[src/hdl/pidc_pkg.sv]
// Shared constants, register map and types for the PID step block.
package pidc_pkg;

    // Default widths of the error sample and of the fixed-point fraction.
    localparam int ERROR_WIDTH = 13;
    localparam int FRAC_BITS   = 16;

    // Fixed field widths.
    localparam int GAIN_WIDTH  = 32;
    localparam int STEP_WIDTH  = 16;
    localparam int LIMIT_WIDTH = 15;
    localparam int OUT_WIDTH   = 48;

    // Digit size of the serial multiplier.
    localparam int DIGIT_BITS = 8;

    // Digits in the longest multiplier operand, which is either the integral
    // or the scaled error difference.
    localparam int MUL_OPERAND_MAX = (FRAC_BITS + LIMIT_WIDTH + 1 > ERROR_WIDTH + STEP_WIDTH + 1)
                                   ? FRAC_BITS + LIMIT_WIDTH + 1
                                   : ERROR_WIDTH + STEP_WIDTH + 1;
    localparam int MUL_DIGITS = (MUL_OPERAND_MAX + DIGIT_BITS - 1) / DIGIT_BITS;

    // Digit counter width; covers up to seven digits per operand.
    localparam int DIGIT_CNT_W = 3;

    // Configuration port geometry.
    localparam int CFG_INDEX_W = 3;
    localparam int CFG_DATA_W  = 32;

    // Register indexes.
    localparam logic [CFG_INDEX_W-1:0] REG_KP             = 3'd0;
    localparam logic [CFG_INDEX_W-1:0] REG_KI             = 3'd1;
    localparam logic [CFG_INDEX_W-1:0] REG_KD             = 3'd2;
    localparam logic [CFG_INDEX_W-1:0] REG_STEP_TIME      = 3'd3;
    localparam logic [CFG_INDEX_W-1:0] REG_STEP_RATE      = 3'd4;
    localparam logic [CFG_INDEX_W-1:0] REG_INTEGRAL_LIMIT = 3'd5;

    // Register reset values.
    localparam logic [STEP_WIDTH-1:0]  STEP_TIME_RESET      = 16'd66;
    localparam logic [STEP_WIDTH-1:0]  STEP_RATE_RESET      = 16'd1000;
    localparam logic [LIMIT_WIDTH-1:0] INTEGRAL_LIMIT_RESET = 15'd1000;

    // Current register contents.
    typedef struct packed {
        logic signed [GAIN_WIDTH-1:0] kp;
        logic signed [GAIN_WIDTH-1:0] ki;
        logic signed [GAIN_WIDTH-1:0] kd;
        logic [STEP_WIDTH-1:0]        step_time;
        logic [STEP_WIDTH-1:0]        step_rate;
        logic [LIMIT_WIDTH-1:0]       integral_limit;
    } cfg_t;

    // Command to the serial multiplier.
    typedef struct packed {
        logic                   start;
        logic [DIGIT_CNT_W-1:0] digits;
    } mul_ctrl_t;

endpackage

[src/hdl/pidc_if.sv]
// Input sample channel.
interface pidc_in_if #(
    parameter int ERROR_WIDTH = pidc_pkg::ERROR_WIDTH
);
    logic                          valid;
    logic                          ready;
    logic signed [ERROR_WIDTH-1:0] error;
    logic                          restart;

    modport source (output valid, output error, output restart, input ready);
    modport sink   (input valid, input error, input restart, output ready);
endinterface

// Result channel.
interface pidc_out_if;
    logic                                  valid;
    logic                                  ready;
    logic signed [pidc_pkg::OUT_WIDTH-1:0] control;
    logic                                  integral_clamped;

    modport source (output valid, output control, output integral_clamped, input ready);
    modport sink   (input valid, input control, input integral_clamped, output ready);
endinterface

// Configuration write channel.
interface pidc_cfg_if;
    logic                             valid;
    logic                             ready;
    logic [pidc_pkg::CFG_INDEX_W-1:0] index;
    logic [pidc_pkg::CFG_DATA_W-1:0]  data;

    modport source (output valid, output index, output data, input ready);
    modport sink   (input valid, input index, input data, output ready);
endinterface

[src/hdl/pidc_cfg_regs.sv]
// Configuration register file. Writes to indexes beyond the map are dropped.
module pidc_cfg_regs (
    input  logic              clk,
    input  logic              rst_n,
    pidc_cfg_if.sink          cfg,
    output pidc_pkg::cfg_t    regs
);

    localparam int GW = pidc_pkg::GAIN_WIDTH;
    localparam int SW = pidc_pkg::STEP_WIDTH;
    localparam int LW = pidc_pkg::LIMIT_WIDTH;

    pidc_pkg::cfg_t regs_reg;

    // The register file never stalls a transaction.
    assign cfg.ready = 1'b1;
    assign regs      = regs_reg;

    // Register writes.
    always_ff @(posedge clk or negedge rst_n)
    begin
        if (!rst_n)
        begin
            regs_reg.kp             <= '0;
            regs_reg.ki             <= '0;
            regs_reg.kd             <= '0;
            regs_reg.step_time      <= pidc_pkg::STEP_TIME_RESET;
            regs_reg.step_rate      <= pidc_pkg::STEP_RATE_RESET;
            regs_reg.integral_limit <= pidc_pkg::INTEGRAL_LIMIT_RESET;
        end
        else if (cfg.valid && cfg.ready)
        begin
            unique case (cfg.index)
                pidc_pkg::REG_KP:             regs_reg.kp <= cfg.data[GW-1:0];
                pidc_pkg::REG_KI:             regs_reg.ki <= cfg.data[GW-1:0];
                pidc_pkg::REG_KD:             regs_reg.kd <= cfg.data[GW-1:0];
                pidc_pkg::REG_STEP_TIME:      regs_reg.step_time <= cfg.data[SW-1:0];
                pidc_pkg::REG_STEP_RATE:      regs_reg.step_rate <= cfg.data[SW-1:0];
                pidc_pkg::REG_INTEGRAL_LIMIT: regs_reg.integral_limit <= cfg.data[LW-1:0];
                default:                      ;
            endcase
        end
    end

endmodule

[src/hdl/pidc_mul_serial.sv]
// Digit-serial signed multiplier. The multiplicand is held in parallel, the
// multiplier is shifted in one digit per cycle, least significant first, and
// the product leaves the low end of the accumulator one digit per cycle into
// a shift register. The last digit is taken as signed.
module pidc_mul_serial #(
    parameter int NUM_DIGITS = pidc_pkg::MUL_DIGITS
) (
    input  logic                                                     clk,
    input  logic                                                     rst_n,
    input  pidc_pkg::mul_ctrl_t                                      ctrl,
    input  logic signed [pidc_pkg::GAIN_WIDTH-1:0]                   multiplicand,
    input  logic signed [NUM_DIGITS*pidc_pkg::DIGIT_BITS-1:0]        multiplier,
    output logic                                                     done,
    output logic signed [pidc_pkg::GAIN_WIDTH+NUM_DIGITS*pidc_pkg::DIGIT_BITS:0] product
);

    localparam int D     = pidc_pkg::DIGIT_BITS;
    localparam int AW    = pidc_pkg::GAIN_WIDTH;
    localparam int BW    = NUM_DIGITS * D;
    localparam int CNT_W = pidc_pkg::DIGIT_CNT_W;

    logic signed [AW-1:0]    mcand_reg;
    logic [BW-1:0]           mplier_reg;
    logic signed [AW:0]      hi_reg;
    logic [BW-1:0]           lo_reg;
    logic [CNT_W-1:0]        cnt_reg;
    logic                    done_reg;

    logic                    last_digit;
    logic signed [D:0]       digit;
    logic signed [AW+D:0]    partial;
    logic [AW+D+1:0]         acc_sum;

    // Current digit; the top digit of the operand carries its sign.
    assign last_digit = (cnt_reg == CNT_W'(1));
    assign digit = last_digit ? {mplier_reg[D-1], mplier_reg[D-1:0]}
                              : {1'b0, mplier_reg[D-1:0]};

    // One digit product and accumulate.
    assign partial = mcand_reg * digit;
    assign acc_sum = {{(D+1){hi_reg[AW]}}, hi_reg} + {partial[AW+D], partial};

    assign done    = done_reg;
    assign product = {hi_reg, lo_reg};

    // Sequencing of the digit count.
    always_ff @(posedge clk or negedge rst_n)
    begin
        if (!rst_n)
        begin
            cnt_reg  <= '0;
            done_reg <= 1'b0;
        end
        else if (ctrl.start)
        begin
            cnt_reg  <= ctrl.digits;
            done_reg <= 1'b0;
        end
        else
        begin
            done_reg <= last_digit;
            if (cnt_reg != '0)
            begin
                cnt_reg <= cnt_reg - CNT_W'(1);
            end
        end
    end

    // Operand and product shift registers.
    always_ff @(posedge clk)
    begin
        if (ctrl.start)
        begin
            mcand_reg  <= multiplicand;
            mplier_reg <= multiplier;
            hi_reg     <= '0;
            lo_reg     <= '0;
        end
        else if (cnt_reg != '0)
        begin
            mplier_reg <= {{D{1'b0}}, mplier_reg[BW-1:D]};
            hi_reg     <= acc_sum[AW+D:D];
            lo_reg     <= {acc_sum[D-1:0], lo_reg[BW-1:D]};
        end
    end

endmodule

[src/hdl/pid_controller_step.sv]
// Channel   Direction  Payload
// -------   ---------  -------------------------------------------------
// sample    in         error (signed), restart
// result    out        control (signed Q.FRAC_BITS, 48 bits), integral_clamped
// cfg       in         index, data (register write, always ready)
//
// One item runs five products on one digit-serial multiplier, 8 bits per
// cycle, of 2, 2, 2, 4 and 4 digits in turn, then loads the result and
// returns to idle, where it accepts again; no new sample is taken while an
// item is in progress. Reset clears the integral, the previous error and
// both handshakes. A waiting result blocks the next sample only when a
// second result is ready before the first is taken.
module pid_controller_step #(
    parameter int ERROR_WIDTH = pidc_pkg::ERROR_WIDTH,
    parameter int FRAC_BITS   = pidc_pkg::FRAC_BITS
) (
    input  logic         clk,
    input  logic         rst_n,
    pidc_in_if.sink      sample,
    pidc_out_if.source   result,
    pidc_cfg_if.sink     cfg
);

    localparam int D     = pidc_pkg::DIGIT_BITS;
    localparam int AW    = pidc_pkg::GAIN_WIDTH;
    localparam int STW   = pidc_pkg::STEP_WIDTH;
    localparam int LW    = pidc_pkg::LIMIT_WIDTH;
    localparam int OW    = pidc_pkg::OUT_WIDTH;
    localparam int CNT_W = pidc_pkg::DIGIT_CNT_W;

    // Operand widths.
    localparam int EW      = ERROR_WIDTH;
    localparam int DF_W    = EW + 1;
    localparam int IW      = FRAC_BITS + LW + 1;
    localparam int DR_W    = EW + STW + 1;
    localparam int INC16_W = EW + STW + 1;
    localparam int INC_UP  = (FRAC_BITS >= STW) ? FRAC_BITS - STW : 0;
    localparam int INC_DN  = (FRAC_BITS < STW) ? STW - FRAC_BITS : 0;
    localparam int INC_W   = INC16_W + INC_UP;
    localparam int SUM_W   = ((IW > INC_W) ? IW : INC_W) + 1;
    localparam int P_W     = AW + EW;
    localparam int IP_W    = AW + IW;
    localparam int D_W     = AW + DR_W;
    localparam int TOT_W   = D_W + 2;

    // Multiplier geometry.
    localparam int MUL_MAX    = (IW > DR_W) ? IW : DR_W;
    localparam int MUL_DIGITS = (MUL_MAX + D - 1) / D;
    localparam int BW         = MUL_DIGITS * D;
    localparam int PW         = AW + 1 + BW;

    // Digits per operand and product alignment.
    localparam int NE_I  = (EW + D - 1) / D;
    localparam int NDF_I = (DF_W + D - 1) / D;
    localparam int NI_I  = (IW + D - 1) / D;
    localparam int NDR_I = (DR_W + D - 1) / D;
    localparam logic [CNT_W-1:0] N_E  = CNT_W'(NE_I);
    localparam logic [CNT_W-1:0] N_DF = CNT_W'(NDF_I);
    localparam logic [CNT_W-1:0] N_I  = CNT_W'(NI_I);
    localparam logic [CNT_W-1:0] N_DR = CNT_W'(NDR_I);
    localparam int SH_E  = (MUL_DIGITS - NE_I) * D;
    localparam int SH_DF = (MUL_DIGITS - NDF_I) * D;
    localparam int SH_I  = (MUL_DIGITS - NI_I) * D;
    localparam int SH_DR = (MUL_DIGITS - NDR_I) * D;

    // Sequencer states.
    localparam logic [2:0] ST_IDLE = 3'd0;
    localparam logic [2:0] ST_INC  = 3'd1;
    localparam logic [2:0] ST_DR   = 3'd2;
    localparam logic [2:0] ST_P    = 3'd3;
    localparam logic [2:0] ST_I    = 3'd4;
    localparam logic [2:0] ST_D    = 3'd5;
    localparam logic [2:0] ST_OUT  = 3'd6;

    pidc_pkg::cfg_t      regs;
    pidc_pkg::mul_ctrl_t mul_ctrl;
    logic signed [AW-1:0] mcand;
    logic signed [BW-1:0] mplier;
    logic                 mul_done;
    logic signed [PW-1:0] mul_prod;

    logic [2:0]              state_reg;
    logic [2:0]              state_next;
    logic signed [EW-1:0]    err_reg;
    logic signed [EW-1:0]    last_err_reg;
    logic signed [IW-1:0]    integral_reg;
    logic signed [SUM_W-1:0] sum_reg;
    logic                    clamp_pend_reg;
    logic                    clamped_reg;
    logic signed [DR_W-1:0]  dr_reg;
    logic signed [TOT_W-1:0] total_reg;
    logic                    out_valid_reg;
    logic signed [OW-1:0]    control_reg;
    logic                    clamp_out_reg;

    logic                     accept;
    logic                     out_free;
    logic signed [EW-1:0]     err_in;
    logic signed [DF_W-1:0]   diff;
    logic signed [PW-1:0]     prod_e;
    logic signed [PW-1:0]     prod_df;
    logic signed [PW-1:0]     prod_i;
    logic signed [PW-1:0]     prod_dr;
    logic signed [INC16_W-1:0] inc16;
    logic signed [INC_W-1:0]  inc_al;
    logic signed [SUM_W-1:0]  sum_w;
    logic signed [SUM_W-1:0]  lim_pos;
    logic signed [SUM_W-1:0]  lim_neg;
    logic signed [P_W-1:0]    p_term;
    logic signed [IP_W-FRAC_BITS-1:0] i_term;
    logic signed [D_W-1:0]    d_term;
    logic                     pos_over;
    logic                     neg_over;
    logic signed [OW-1:0]     sat_value;

    pidc_cfg_regs u_cfg (
        .clk   (clk),
        .rst_n (rst_n),
        .cfg   (cfg),
        .regs  (regs)
    );

    pidc_mul_serial #(
        .NUM_DIGITS (MUL_DIGITS)
    ) u_mul (
        .clk          (clk),
        .rst_n        (rst_n),
        .ctrl         (mul_ctrl),
        .multiplicand (mcand),
        .multiplier   (mplier),
        .done         (mul_done),
        .product      (mul_prod)
    );

    // Handshakes.
    assign accept       = sample.valid && sample.ready;
    assign sample.ready = (state_reg == ST_IDLE);
    assign out_free     = !out_valid_reg || result.ready;
    assign err_in       = sample.error;

    assign result.valid            = out_valid_reg;
    assign result.control          = control_reg;
    assign result.integral_clamped = clamp_out_reg;

    // Product alignment for each operand length.
    assign prod_e  = mul_prod >>> SH_E;
    assign prod_df = mul_prod >>> SH_DF;
    assign prod_i  = mul_prod >>> SH_I;
    assign prod_dr = mul_prod >>> SH_DR;

    assign inc16  = prod_e[INC16_W-1:0];
    assign p_term = prod_e[P_W-1:0];
    assign i_term = prod_i[IP_W-1:FRAC_BITS];
    assign d_term = prod_dr[D_W-1:0];

    // Integral increment aligned to the output fraction, floor when narrowing.
    assign inc_al = (INC_W'(inc16) <<< INC_UP) >>> INC_DN;
    assign sum_w  = SUM_W'(integral_reg) + SUM_W'(inc_al);

    // Clamp bounds in the integral format.
    assign lim_pos = SUM_W'({regs.integral_limit, {FRAC_BITS{1'b0}}});
    assign lim_neg = -lim_pos;

    assign diff = DF_W'(err_reg) - DF_W'(last_err_reg);

    // Output saturation to the 48-bit range.
    assign pos_over  = !total_reg[TOT_W-1] && (|total_reg[TOT_W-2:OW-1]);
    assign neg_over  = total_reg[TOT_W-1] && !(&total_reg[TOT_W-2:OW-1]);
    assign sat_value = pos_over ? {1'b0, {(OW-1){1'b1}}}
                     : neg_over ? {1'b1, {(OW-1){1'b0}}}
                     : total_reg[OW-1:0];

    // Multiplier command: each product starts in the cycle the previous one
    // is finished.
    always_comb
    begin
        mul_ctrl.start  = 1'b0;
        mul_ctrl.digits = N_E;
        mcand           = AW'(regs.step_time);
        mplier          = BW'(err_in);
        unique case (state_reg)
            ST_IDLE:
            begin
                mul_ctrl.start = accept;
            end
            ST_INC:
            begin
                mul_ctrl.start  = mul_done;
                mul_ctrl.digits = N_DF;
                mcand           = AW'(regs.step_rate);
                mplier          = BW'(diff);
            end
            ST_DR:
            begin
                mul_ctrl.start = mul_done;
                mcand          = regs.kp;
                mplier         = BW'(err_reg);
            end
            ST_P:
            begin
                mul_ctrl.start  = mul_done;
                mul_ctrl.digits = N_I;
                mcand           = regs.ki;
                mplier          = BW'(integral_reg);
            end
            ST_I:
            begin
                mul_ctrl.start  = mul_done;
                mul_ctrl.digits = N_DR;
                mcand           = regs.kd;
                mplier          = BW'(dr_reg);
            end
            default:
            begin
            end
        endcase
    end

    // Next state.
    always_comb
    begin
        state_next = state_reg;
        unique case (state_reg)
            ST_IDLE: if (accept)   state_next = ST_INC;
            ST_INC:  if (mul_done) state_next = ST_DR;
            ST_DR:   if (mul_done) state_next = ST_P;
            ST_P:    if (mul_done) state_next = ST_I;
            ST_I:    if (mul_done) state_next = ST_D;
            ST_D:    if (mul_done) state_next = ST_OUT;
            ST_OUT:  if (out_free) state_next = ST_IDLE;
            default: state_next = ST_IDLE;
        endcase
    end

    // Control state, controller history and the result handshake.
    always_ff @(posedge clk or negedge rst_n)
    begin
        if (!rst_n)
        begin
            state_reg      <= ST_IDLE;
            integral_reg   <= '0;
            last_err_reg   <= '0;
            clamp_pend_reg <= 1'b0;
            clamped_reg    <= 1'b0;
            out_valid_reg  <= 1'b0;
        end
        else
        begin
            state_reg      <= state_next;
            clamp_pend_reg <= (state_reg == ST_INC) && mul_done;

            // Restart clears the history before this step runs.
            if (accept)
            begin
                clamped_reg <= 1'b0;
                if (sample.restart)
                begin
                    integral_reg <= '0;
                    last_err_reg <= '0;
                end
            end

            // Clamp the updated integral in the cycle after the add is registered.
            if (clamp_pend_reg)
            begin
                if (sum_reg > lim_pos)
                begin
                    integral_reg <= lim_pos[IW-1:0];
                    clamped_reg  <= 1'b1;
                end
                else if (sum_reg < lim_neg)
                begin
                    integral_reg <= lim_neg[IW-1:0];
                    clamped_reg  <= 1'b1;
                end
                else
                begin
                    integral_reg <= sum_reg[IW-1:0];
                end
            end

            if ((state_reg == ST_DR) && mul_done)
            begin
                last_err_reg <= err_reg;
            end

            if ((state_reg == ST_OUT) && out_free)
            begin
                out_valid_reg <= 1'b1;
            end
            else if (result.ready)
            begin
                out_valid_reg <= 1'b0;
            end
        end
    end

    // Datapath registers: sample, intermediate products and the result.
    always_ff @(posedge clk)
    begin
        if (accept)
        begin
            err_reg <= err_in;
        end
        if ((state_reg == ST_INC) && mul_done)
        begin
            sum_reg <= sum_w;
        end
        if ((state_reg == ST_DR) && mul_done)
        begin
            dr_reg <= prod_df[DR_W-1:0];
        end
        if ((state_reg == ST_P) && mul_done)
        begin
            total_reg <= TOT_W'(p_term);
        end
        if ((state_reg == ST_I) && mul_done)
        begin
            total_reg <= total_reg + TOT_W'(i_term);
        end
        if ((state_reg == ST_D) && mul_done)
        begin
            total_reg <= total_reg + TOT_W'(d_term);
        end
        if ((state_reg == ST_OUT) && out_free)
        begin
            control_reg   <= sat_value;
            clamp_out_reg <= clamped_reg;
        end
    end

endmodule
[src/flat_wrapper.sv]
// flat-port wrapper written by rule: the top's interface ports become plain ports
module pid_controller_step_flat 
#(
    parameter int ERROR_WIDTH = pidc_pkg::ERROR_WIDTH,
    parameter int FRAC_BITS   = pidc_pkg::FRAC_BITS
)
  (clk, rst_n, sample_valid, sample_error, sample_restart, sample_ready, result_valid, result_control, result_integral_clamped, result_ready, cfg_valid, cfg_index, cfg_data, cfg_ready);
  pidc_in_if #(.ERROR_WIDTH(ERROR_WIDTH)) sample_i ();
  pidc_out_if result_i ();
  pidc_cfg_if cfg_i ();
  input  logic clk;
  input  logic rst_n;
  input wire logic [$bits(sample_i.valid)-1:0] sample_valid;
  input wire logic [$bits(sample_i.error)-1:0] sample_error;
  input wire logic [$bits(sample_i.restart)-1:0] sample_restart;
  output wire logic [$bits(sample_i.ready)-1:0] sample_ready;
  output wire logic [$bits(result_i.valid)-1:0] result_valid;
  output wire logic [$bits(result_i.control)-1:0] result_control;
  output wire logic [$bits(result_i.integral_clamped)-1:0] result_integral_clamped;
  input wire logic [$bits(result_i.ready)-1:0] result_ready;
  input wire logic [$bits(cfg_i.valid)-1:0] cfg_valid;
  input wire logic [$bits(cfg_i.index)-1:0] cfg_index;
  input wire logic [$bits(cfg_i.data)-1:0] cfg_data;
  output wire logic [$bits(cfg_i.ready)-1:0] cfg_ready;
  assign sample_i.valid = sample_valid;
  assign sample_i.error = sample_error;
  assign sample_i.restart = sample_restart;
  assign sample_ready = sample_i.ready;
  assign result_valid = result_i.valid;
  assign result_control = result_i.control;
  assign result_integral_clamped = result_i.integral_clamped;
  assign result_i.ready = result_ready;
  assign cfg_i.valid = cfg_valid;
  assign cfg_i.index = cfg_index;
  assign cfg_i.data = cfg_data;
  assign cfg_ready = cfg_i.ready;
  pid_controller_step #(.ERROR_WIDTH(ERROR_WIDTH), .FRAC_BITS(FRAC_BITS)) u_core (.clk(clk), .rst_n(rst_n), .sample(sample_i), .result(result_i), .cfg(cfg_i));
endmodule
[config.mk]
export PLATFORM = sky130hd
export DESIGN_NAME = pid_controller_step_flat
export DESIGN_NICKNAME = d
export VERILOG_FILES = /design/src/hdl/pidc_pkg.sv /design/src/hdl/pidc_if.sv /design/src/hdl/pidc_cfg_regs.sv /design/src/hdl/pidc_mul_serial.sv /design/src/hdl/pid_controller_step.sv /design/src/flat_wrapper.sv
export SDC_FILE = /design/constraint.sdc
export NUM_CORES = 2
export LEC_CHECK = 0
export BUFFER_PORTS_ARGS = -buffer_cell sky130_fd_sc_hd__buf_2
export CAP_MARGIN = 20
export CORE_AREA = 3 3 270 272
export CTS_CLUSTER_DIAMETER = 120
export DETAILED_ROUTE_END_ITERATION = 10
export DIE_AREA = 0 0 273 275
export PLACE_DENSITY = 0.73
export SLEW_MARGIN = 20
export SYNTH_ARGS = -nofsm -noshare
export SYNTH_HDL_FRONTEND = slang
export SYNTH_SLANG_ARGS = --single-unit
[constraint.sdc]
create_clock -name clk -period 6.6 [get_ports clk]
set_input_delay 0.33 -clock clk [delete_from_list [all_inputs] [get_ports clk]]
set_output_delay 0.33 -clock clk [all_outputs]
set_load 0.1 [all_outputs]
-- Yosys cells after proc, flatten, opt, wreduce, memory -nomap -nowiden
Cells that the tools add are included.
- bits in registers: 516
- output and inout port bits: 52
- multiplexer cells: 36
- reductions and logical operators: 36
- $lt $le $gt $ge: 2
- equal/unequal tests: 19
- $mul: 1
- add/subtract/negate cells: 7
- operator list (cell ; number):
    case mux 32 bit (4 select lines) ; 2
    two-way mux 32 bit ; 7
    two-way mux 64 bit ; 3
    adder 64 x 48 -> 64 bit ; 1
    adder 64 x 62 -> 64 bit ; 1
    two-way mux 48 bit ; 1
    adder 33 x 41 -> 41 bit ; 1
    multiplier 32 x 9 -> 41 bit ; 1
    two-way mux 13 bit ; 3
    adder 32 x 30 -> 33 bit ; 1
    greater-than comparator 33 x 32 -> 1 bit ; 1
    < comparator 33 bit ; 1
    negator 31 -> 33 bit ; 1
    two-way mux 3 bit ; 10
    case mux 3 bit (7 select lines) ; 1
    AND reduction 16 bit ; 1
    AND reduction 2 bit ; 8
    OR reduction 16 bit ; 1
    == test 3 bit (second input constant) ; 5
    subtractor 13 x 13 -> 14 bit ; 1
    == test 3 x 2 -> 1 bit (second input constant) ; 4
    != test 2 bit (second input constant) ; 6
    nonzero test 2 bit ; 6
    == test 3 x 1 -> 1 bit (second input constant) ; 3
    13 further kinds ; 31

-- Logic depth before layout (Yosys ltp)
- word-level depth: 6
- depth in mapped cells: 24
- depth with buffers taken out: 23

-- Modules after synthesis
Synthesis repeated with hierarchy kept, for this count alone.
- cells, all modules: 4364
- area, all modules: 42849.8 µm²
- modules (own cells, without submodules) (module ; cells an instance ; instances ; area an instance (µm²)):
    pid_controller_step ; 2500 ; 1 ; 21966.1
    pidc_mul_serial ; 1554 ; 1 ; 15423.5
    pidc_cfg_regs ; 310 ; 1 ; 5460.2

-- Worst setup path after synthesis
Ideal clock, no wire load.
- path kind: flip-flop to flip-flop
- from: reg u_core.u_mul.cnt_reg[1]
- to: reg u_core.u_mul.hi_reg[19]
- data arrival time: 5.684 ns
- library setup time: 0.086 ns
- cell stages (with the launch flop): 24
- clock period less this slack: 5.769 ns
- setup slack: 0.831 ns
- cells stage by stage: dfrtp_1 -> inv_1 -> ha_1 -> nand3b_1 -> clkbuf_1 -> nor2_1 -> fa_1 -> inv_1 -> fa_1 -> fa_1 -> fa_1 -> fa_1 -> inv_1 -> ha_1 -> a21oi_1 -> o211ai_1 -> a31o_2 -> a311oi_1 -> a21oi_1 -> o21ai_1 -> nor2_1 -> a221oi_1 -> xor2_1 -> a211oi_1
- cells in the longest elaborated chain, start to end: 4
- elaborated cells on any way between the ends: 5
- those cells by class: add/sub (1); mul (1); eq/ne (1); mux (1); reduce/logical (1)
- ends and longest elaborated chain (item ; RTL line ; text):
    from (decl) ; pidc_mul_serial.sv:26 ; logic [CNT_W-1:0] cnt_reg;
    from (signal assigned) ; pidc_mul_serial.sv:56 ; cnt_reg <= ctrl.digits;
    from (signal assigned) ; pidc_mul_serial.sv:64 ; cnt_reg <= cnt_reg - CNT_W'(1);
    == test 3 x 1 -> 1 bit ; pidc_mul_serial.sv:35 ; assign last_digit = (cnt_reg == CNT_W'(1));
    two-way mux 9 bit ; pidc_mul_serial.sv:36 ; assign digit = last_digit ? {mplier_reg[D-1], mplier_reg[D-1:0]}
    multiplier 32 x 9 -> 41 bit ; pidc_mul_serial.sv:40 ; assign partial = mcand_reg * digit;
    adder 33 x 41 -> 41 bit ; pidc_mul_serial.sv:41 ; assign acc_sum = {{(D+1){hi_reg[AW]}}, hi_reg} + {partial[AW+D], partial};
    to (signal assigned) ; pidc_mul_serial.sv:82 ; hi_reg <= acc_sum[AW+D:D];
    to (decl) ; pidc_mul_serial.sv:24 ; logic signed [AW:0] hi_reg;
Several ways; a longest one is shown, not always the timed one.
A chain may end at the register's enable or synchronous reset.

-- Worst setup path in the final report
- from: reg u_core.u_mul.mplier_reg[1]
- to: reg u_core.u_mul.hi_reg[28]
- cells in the longest elaborated chain, start to end: 3
- ends and longest elaborated chain (item ; RTL line ; text):
    from (decl) ; pidc_mul_serial.sv:23 ; logic [BW-1:0] mplier_reg;
    from (signal assigned) ; pidc_mul_serial.sv:75 ; mplier_reg <= multiplier;
    from (signal assigned) ; pidc_mul_serial.sv:81 ; mplier_reg <= {{D{1'b0}}, mplier_reg[BW-1:D]};
    two-way mux 9 bit ; pidc_mul_serial.sv:36 ;
    multiplier 32 x 9 -> 41 bit ; pidc_mul_serial.sv:40 ;
    adder 33 x 41 -> 41 bit ; pidc_mul_serial.sv:41 ;
No other way between the ends.

==> reports/qor_table.md <==
| Parameter | Value |
| --- | --- |
| Status | completed |
| Unrepaired setup endpoints after global routing | false |
| Total number of vias | 33290 |
| Wire length of the first global-routing pass | 184.3 mm |
| Required time worst endpoint | 7.10 ns |
| Horizontal die dimension | 273 um |
| Yosys top cell by area | sky130_fd_sc_hd__edfxtp_1 |
| Net Count, Synth | 4990 |
| GRT overflow | 0 |
| Port-buffer cells | 104 |
| Proportion of register bits with asynchronous set or reset after synthesis | 38.37% |
| Gate Count Post-Synth | 4365 |
| Most frequent CP cell | sky130_fd_sc_hd__fa_1 |
| Clock transition at the registers of the reported paths | 0.06 ns |
| Number of rows in the core area | 98 |
| Critical-path top delay cell | sky130_fd_sc_hd__edfxtp_1 |
| Capture point of the worst reg-to-reg path | u_core.u_mul.hi_reg[28] |
| Number of placed instances, taps included | 5289 |
| Area added between synthesis and finish | 9.140% |
| Avg WL per Cell | 21.59 um |
| Worst hold path class | in2reg |
| Inserted Clock Buffers | 57 |
| Worst setup timing slack at the placement stage | 0.3382 ns |
| Pin slew with the least headroom to its limit | 1.194 ns |
| Hold Fails Final Rpt | 0 |
| Number of optimization iterations in the first detailed-route pass | 8 |
| Count of unique library cells instantiated by Yosys | 99 |
| Count of flip-flops with a built-in enable after synthesis | 253 |
| Prevailing post-synth register cell | sky130_fd_sc_hd__edfxtp_1 |
| Sink count of the clock tree | 516 |
| Overall die area | 0.07508 mm2 |
| Maximum number of pins on one net before global-route repair | 129 |
| Number of H-tree levels | 2 |
| Insertion delay to the later sink of the worst-skew pair | 0.64 ns |
| Clock root buffer | sky130_fd_sc_hd__clkbuf_16 |
| RD Place Congestion | 0.9372 |
| Max-slew headroom | 20.22% |
| Post-detailed-placement cell area | 0.04379 mm2 |
| Class of the most critical setup path | reg2reg |
| Worst hold path depth | 2 |
| Global-route usage over all layers | 31.15% |
| Worst reg-to-reg setup slack | 0.31 ns |
| Clock Tree Buf Depth | 3 |
| CP Max Fanout | 19 |
| Layout Skew | 0.03577 ns |
| Cells traversed along the worst timing path | buf_4 -> nand2_1 -> fa_1 -> fa_1 -> fa_1 -> fa_1 -> fa_1 -> inv_1 -> ha_1 -> and2_1 -> o21ai_0 -> a21boi_0 -> o21ai_0 -> a21oi_1 -> a21oi_1 -> o41ai_2 -> a41o_1 -> o21ai_0 -> a21o_1 -> a32o_1 |
| Detailed Place HPWL | 86.86 mm |
| Minimum clock period after layout | 6.290 ns |
| Std-Cell Core Area | 0.07100 mm2 |
| Endpoint type of the worst setup path | flop |
| DRC errors left | 0 |
| Final wirelength | 117.3 mm |
| CTS tree | done |
| Type of element launching the critical path | flop |
| Fin worst setup slack | 0.3098 ns |
| Fraction of layout cells with a size suffix above 1 | 11.78% |
| Drt via density | 6.129 |
| Count of final max-slew check failures | 0 |
| Most area-consuming cells after synthesis | sky130_fd_sc_hd__edfxtp_1, sky130_fd_sc_hd__fa_1, sky130_fd_sc_hd__dfrtp_1, sky130_fd_sc_hd__ha_1, sky130_fd_sc_hd__mux2_2 |
| Initial antenna violation count | 4 |
| Drt initial violations | 3001 |
| Number of warnings issued by yosys | 0 |
| Final standard cell count with taps included and fillers excluded | 5431 |
| Combined area of all synthesized cells | 0.04219 mm2 |
| Worst Reg2Reg Path Length in Cells | 20 |
| Antenna fix cells | 0 |
| Flip-flop count of the largest register after layout | 143 |
| Maximum capacitance violations | 0 |
| Initial cell density of the core | 59.43% |
| Register area share after synthesis | 32.88% |
| Setup violations, final | 0 |
| Final cell area excluding filler cells | 0.04605 mm2 |
| Worst endpoint data arrival time | 6.79 ns |
| Worst Hold End | u_core.u_cfg.regs[4] |
| Timing-limited maximum frequency | 159.0 MHz |
| Area share of the largest cell type after synthesis | 18.01% |
| Detail Route Antenna Nets | 0 |
| Worst reg2reg startpoint | u_core.u_mul.mplier_reg[1] |
| Synthesis-stage register bit count | 516 |
| Overall die height | 275 um |
| Final total negative setup slack | 0 ns |
| IO Count | 106 |
| Synthesized area per cell | 9.665 um2 |
| Hold Crit Start | cfg_data[4] |
| Fin crit share | 95.31% |
| Number of nets in the finished design | 5058 |
| Via count of the first global-routing pass | 32990 |
| Slowest stage delay, CP | 0.66 ns |
[area by class of cell]
class / count / area, um2
clock buffers: 76 / 1569
clock inverters: 31 / 319.1
fillers: 5786 / 24950
inverters: 413 / 1553
multi-input cells: 3231 / 26090
flip-flops and latches: 516 / 13870
well taps: 950 / 1189
repair buffers: 214 / 1456
[how the worst max path moves through the flow]
stage	cells past startpoint	startpoint	end	slack, ns
after global placement	19	u_core.u_mul.mplier_reg[0]	u_core.u_mul.hi_reg[29]	0.46
after global routing	25	u_core.u_mul.cnt_reg[1]	u_core.u_mul.hi_reg[31]	0.03
final	20	u_core.u_mul.mplier_reg[1]	u_core.u_mul.hi_reg[28]	0.31
after detailed placement	19	u_core.u_mul.mplier_reg[0]	u_core.u_mul.hi_reg[29]	0.34
after floorplan	23	u_core.u_mul.cnt_reg[1]	u_core.u_mul.hi_reg[19]	0.83
after CTS	18	u_core.u_mul.mplier_reg[0]	u_core.u_mul.hi_reg[19]	0.31
[layer usage]
layer | global-route usage [%] | wire (um) | vias to the layer above
li1 | - | - | 15440
met1 | 43.49 | 50560 | 16290
met2 | 49.18 | 52880 | 1291
met3 | 5.041 | 8981 | 267
met4 | 11.76 | 4810 | 4
met5 | 0 | 27 | -
[placed cells by master, fill, tap and decap left out, types with 44 or more instances in the layout]
master and instances:
sky130_fd_sc_hd__nand2_1 426, sky130_fd_sc_hd__inv_1 412, sky130_fd_sc_hd__a21oi_1 344, sky130_fd_sc_hd__ha_1 300
sky130_fd_sc_hd__fa_1 271, sky130_fd_sc_hd__edfxtp_1 253, sky130_fd_sc_hd__nor2_1 224, sky130_fd_sc_hd__o21ai_0 182
sky130_fd_sc_hd__dfrtp_1 182, sky130_fd_sc_hd__mux2_2 165, sky130_fd_sc_hd__and2_1 164, sky130_fd_sc_hd__xnor2_1 127
sky130_fd_sc_hd__a21o_1 120, sky130_fd_sc_hd__buf_2 103, sky130_fd_sc_hd__buf_4 77, sky130_fd_sc_hd__o21a_1 76
sky130_fd_sc_hd__xor2_1 74, sky130_fd_sc_hd__dfxtp_1 65, sky130_fd_sc_hd__clkbuf_16 58, sky130_fd_sc_hd__nor3_1 53
sky130_fd_sc_hd__a211oi_1 52, sky130_fd_sc_hd__nand3_1 44, sky130_fd_sc_hd__nand4_1 44
[logic make-up (layout without fill, tap and decap cells)]
kind of cell / count (synthesis) / after routing / synth area share [%]
AO/OA/AOI/OAI: 1128 / 1128 / 17.56
AND/OR/NAND/NOR: 1122 / 1122 / 12.65
buffers and inverters: 618 / 734 / 5.546
adder cells (fa/ha/maj): 571 / 571 / 21.76
flip-flops: 516 / 516 / 32.88
multiplexers: 208 / 208 / 5.424
XOR/XNOR: 201 / 201 / 4.173
other: 1 / 1 / 0.008889
[critical path, delay by kind of cell (launching register included)]
| family | cells | cell delay, ns |
|---|---|---|
| and+or+nand+nor | 2 | 0.29 |
| DFF | 1 | 0.66 |
| buffers and inverters | 2 | 0.39 |
| AOI/OAI and AO/OA | 10 | 1.95 |
| adders and majority gates | 6 | 2.88 |
[cell usage after synthesis (22+ instances only)]
cell and number:
sky130_fd_sc_hd__a211oi_1 52, sky130_fd_sc_hd__a21o_1 120, sky130_fd_sc_hd__a21oi_1 346, sky130_fd_sc_hd__a22o_1 43, sky130_fd_sc_hd__a22oi_1 22, sky130_fd_sc_hd__a31oi_1 29, sky130_fd_sc_hd__and2_1 164, sky130_fd_sc_hd__buf_1 24
sky130_fd_sc_hd__clkbuf_1 169, sky130_fd_sc_hd__dfrtp_1 184, sky130_fd_sc_hd__dfxtp_1 65, sky130_fd_sc_hd__edfxtp_1 253, sky130_fd_sc_hd__fa_1 271, sky130_fd_sc_hd__ha_1 300, sky130_fd_sc_hd__inv_1 412, sky130_fd_sc_hd__mux2_2 165
sky130_fd_sc_hd__mux2i_1 43, sky130_fd_sc_hd__nand2_1 427, sky130_fd_sc_hd__nand2b_1 37, sky130_fd_sc_hd__nand3_1 44, sky130_fd_sc_hd__nand4_1 44, sky130_fd_sc_hd__nor2_1 230, sky130_fd_sc_hd__nor2b_1 23, sky130_fd_sc_hd__nor3_1 54
sky130_fd_sc_hd__o21a_1 76, sky130_fd_sc_hd__o21ai_0 183, sky130_fd_sc_hd__o21ai_1 26, sky130_fd_sc_hd__o21bai_1 34, sky130_fd_sc_hd__xnor2_1 127, sky130_fd_sc_hd__xor2_1 74
[per-stage QoR]
stage          util [%]  hold WS (ns)
2_1_floorplan         -       0.03441
5_1_grt           64.86       0.01705
6_report          64.86       0.03641
4_1_cts           64.77     0.0005690
3_5_place_dp      61.68        0.4459
3_3_place_gp      61.68        0.4330
[what timing repair did]
action,CTS,global route
hold buffers,31,0
resized for setup,0,2
setup buffers,0,3
endpoints found under the setup margin,0,6
endpoints found under the hold margin,185,0
Power is left out: the tool's default activity adds up to more than one toggle a clock period on the data nets, which glitch-free logic cannot reach.
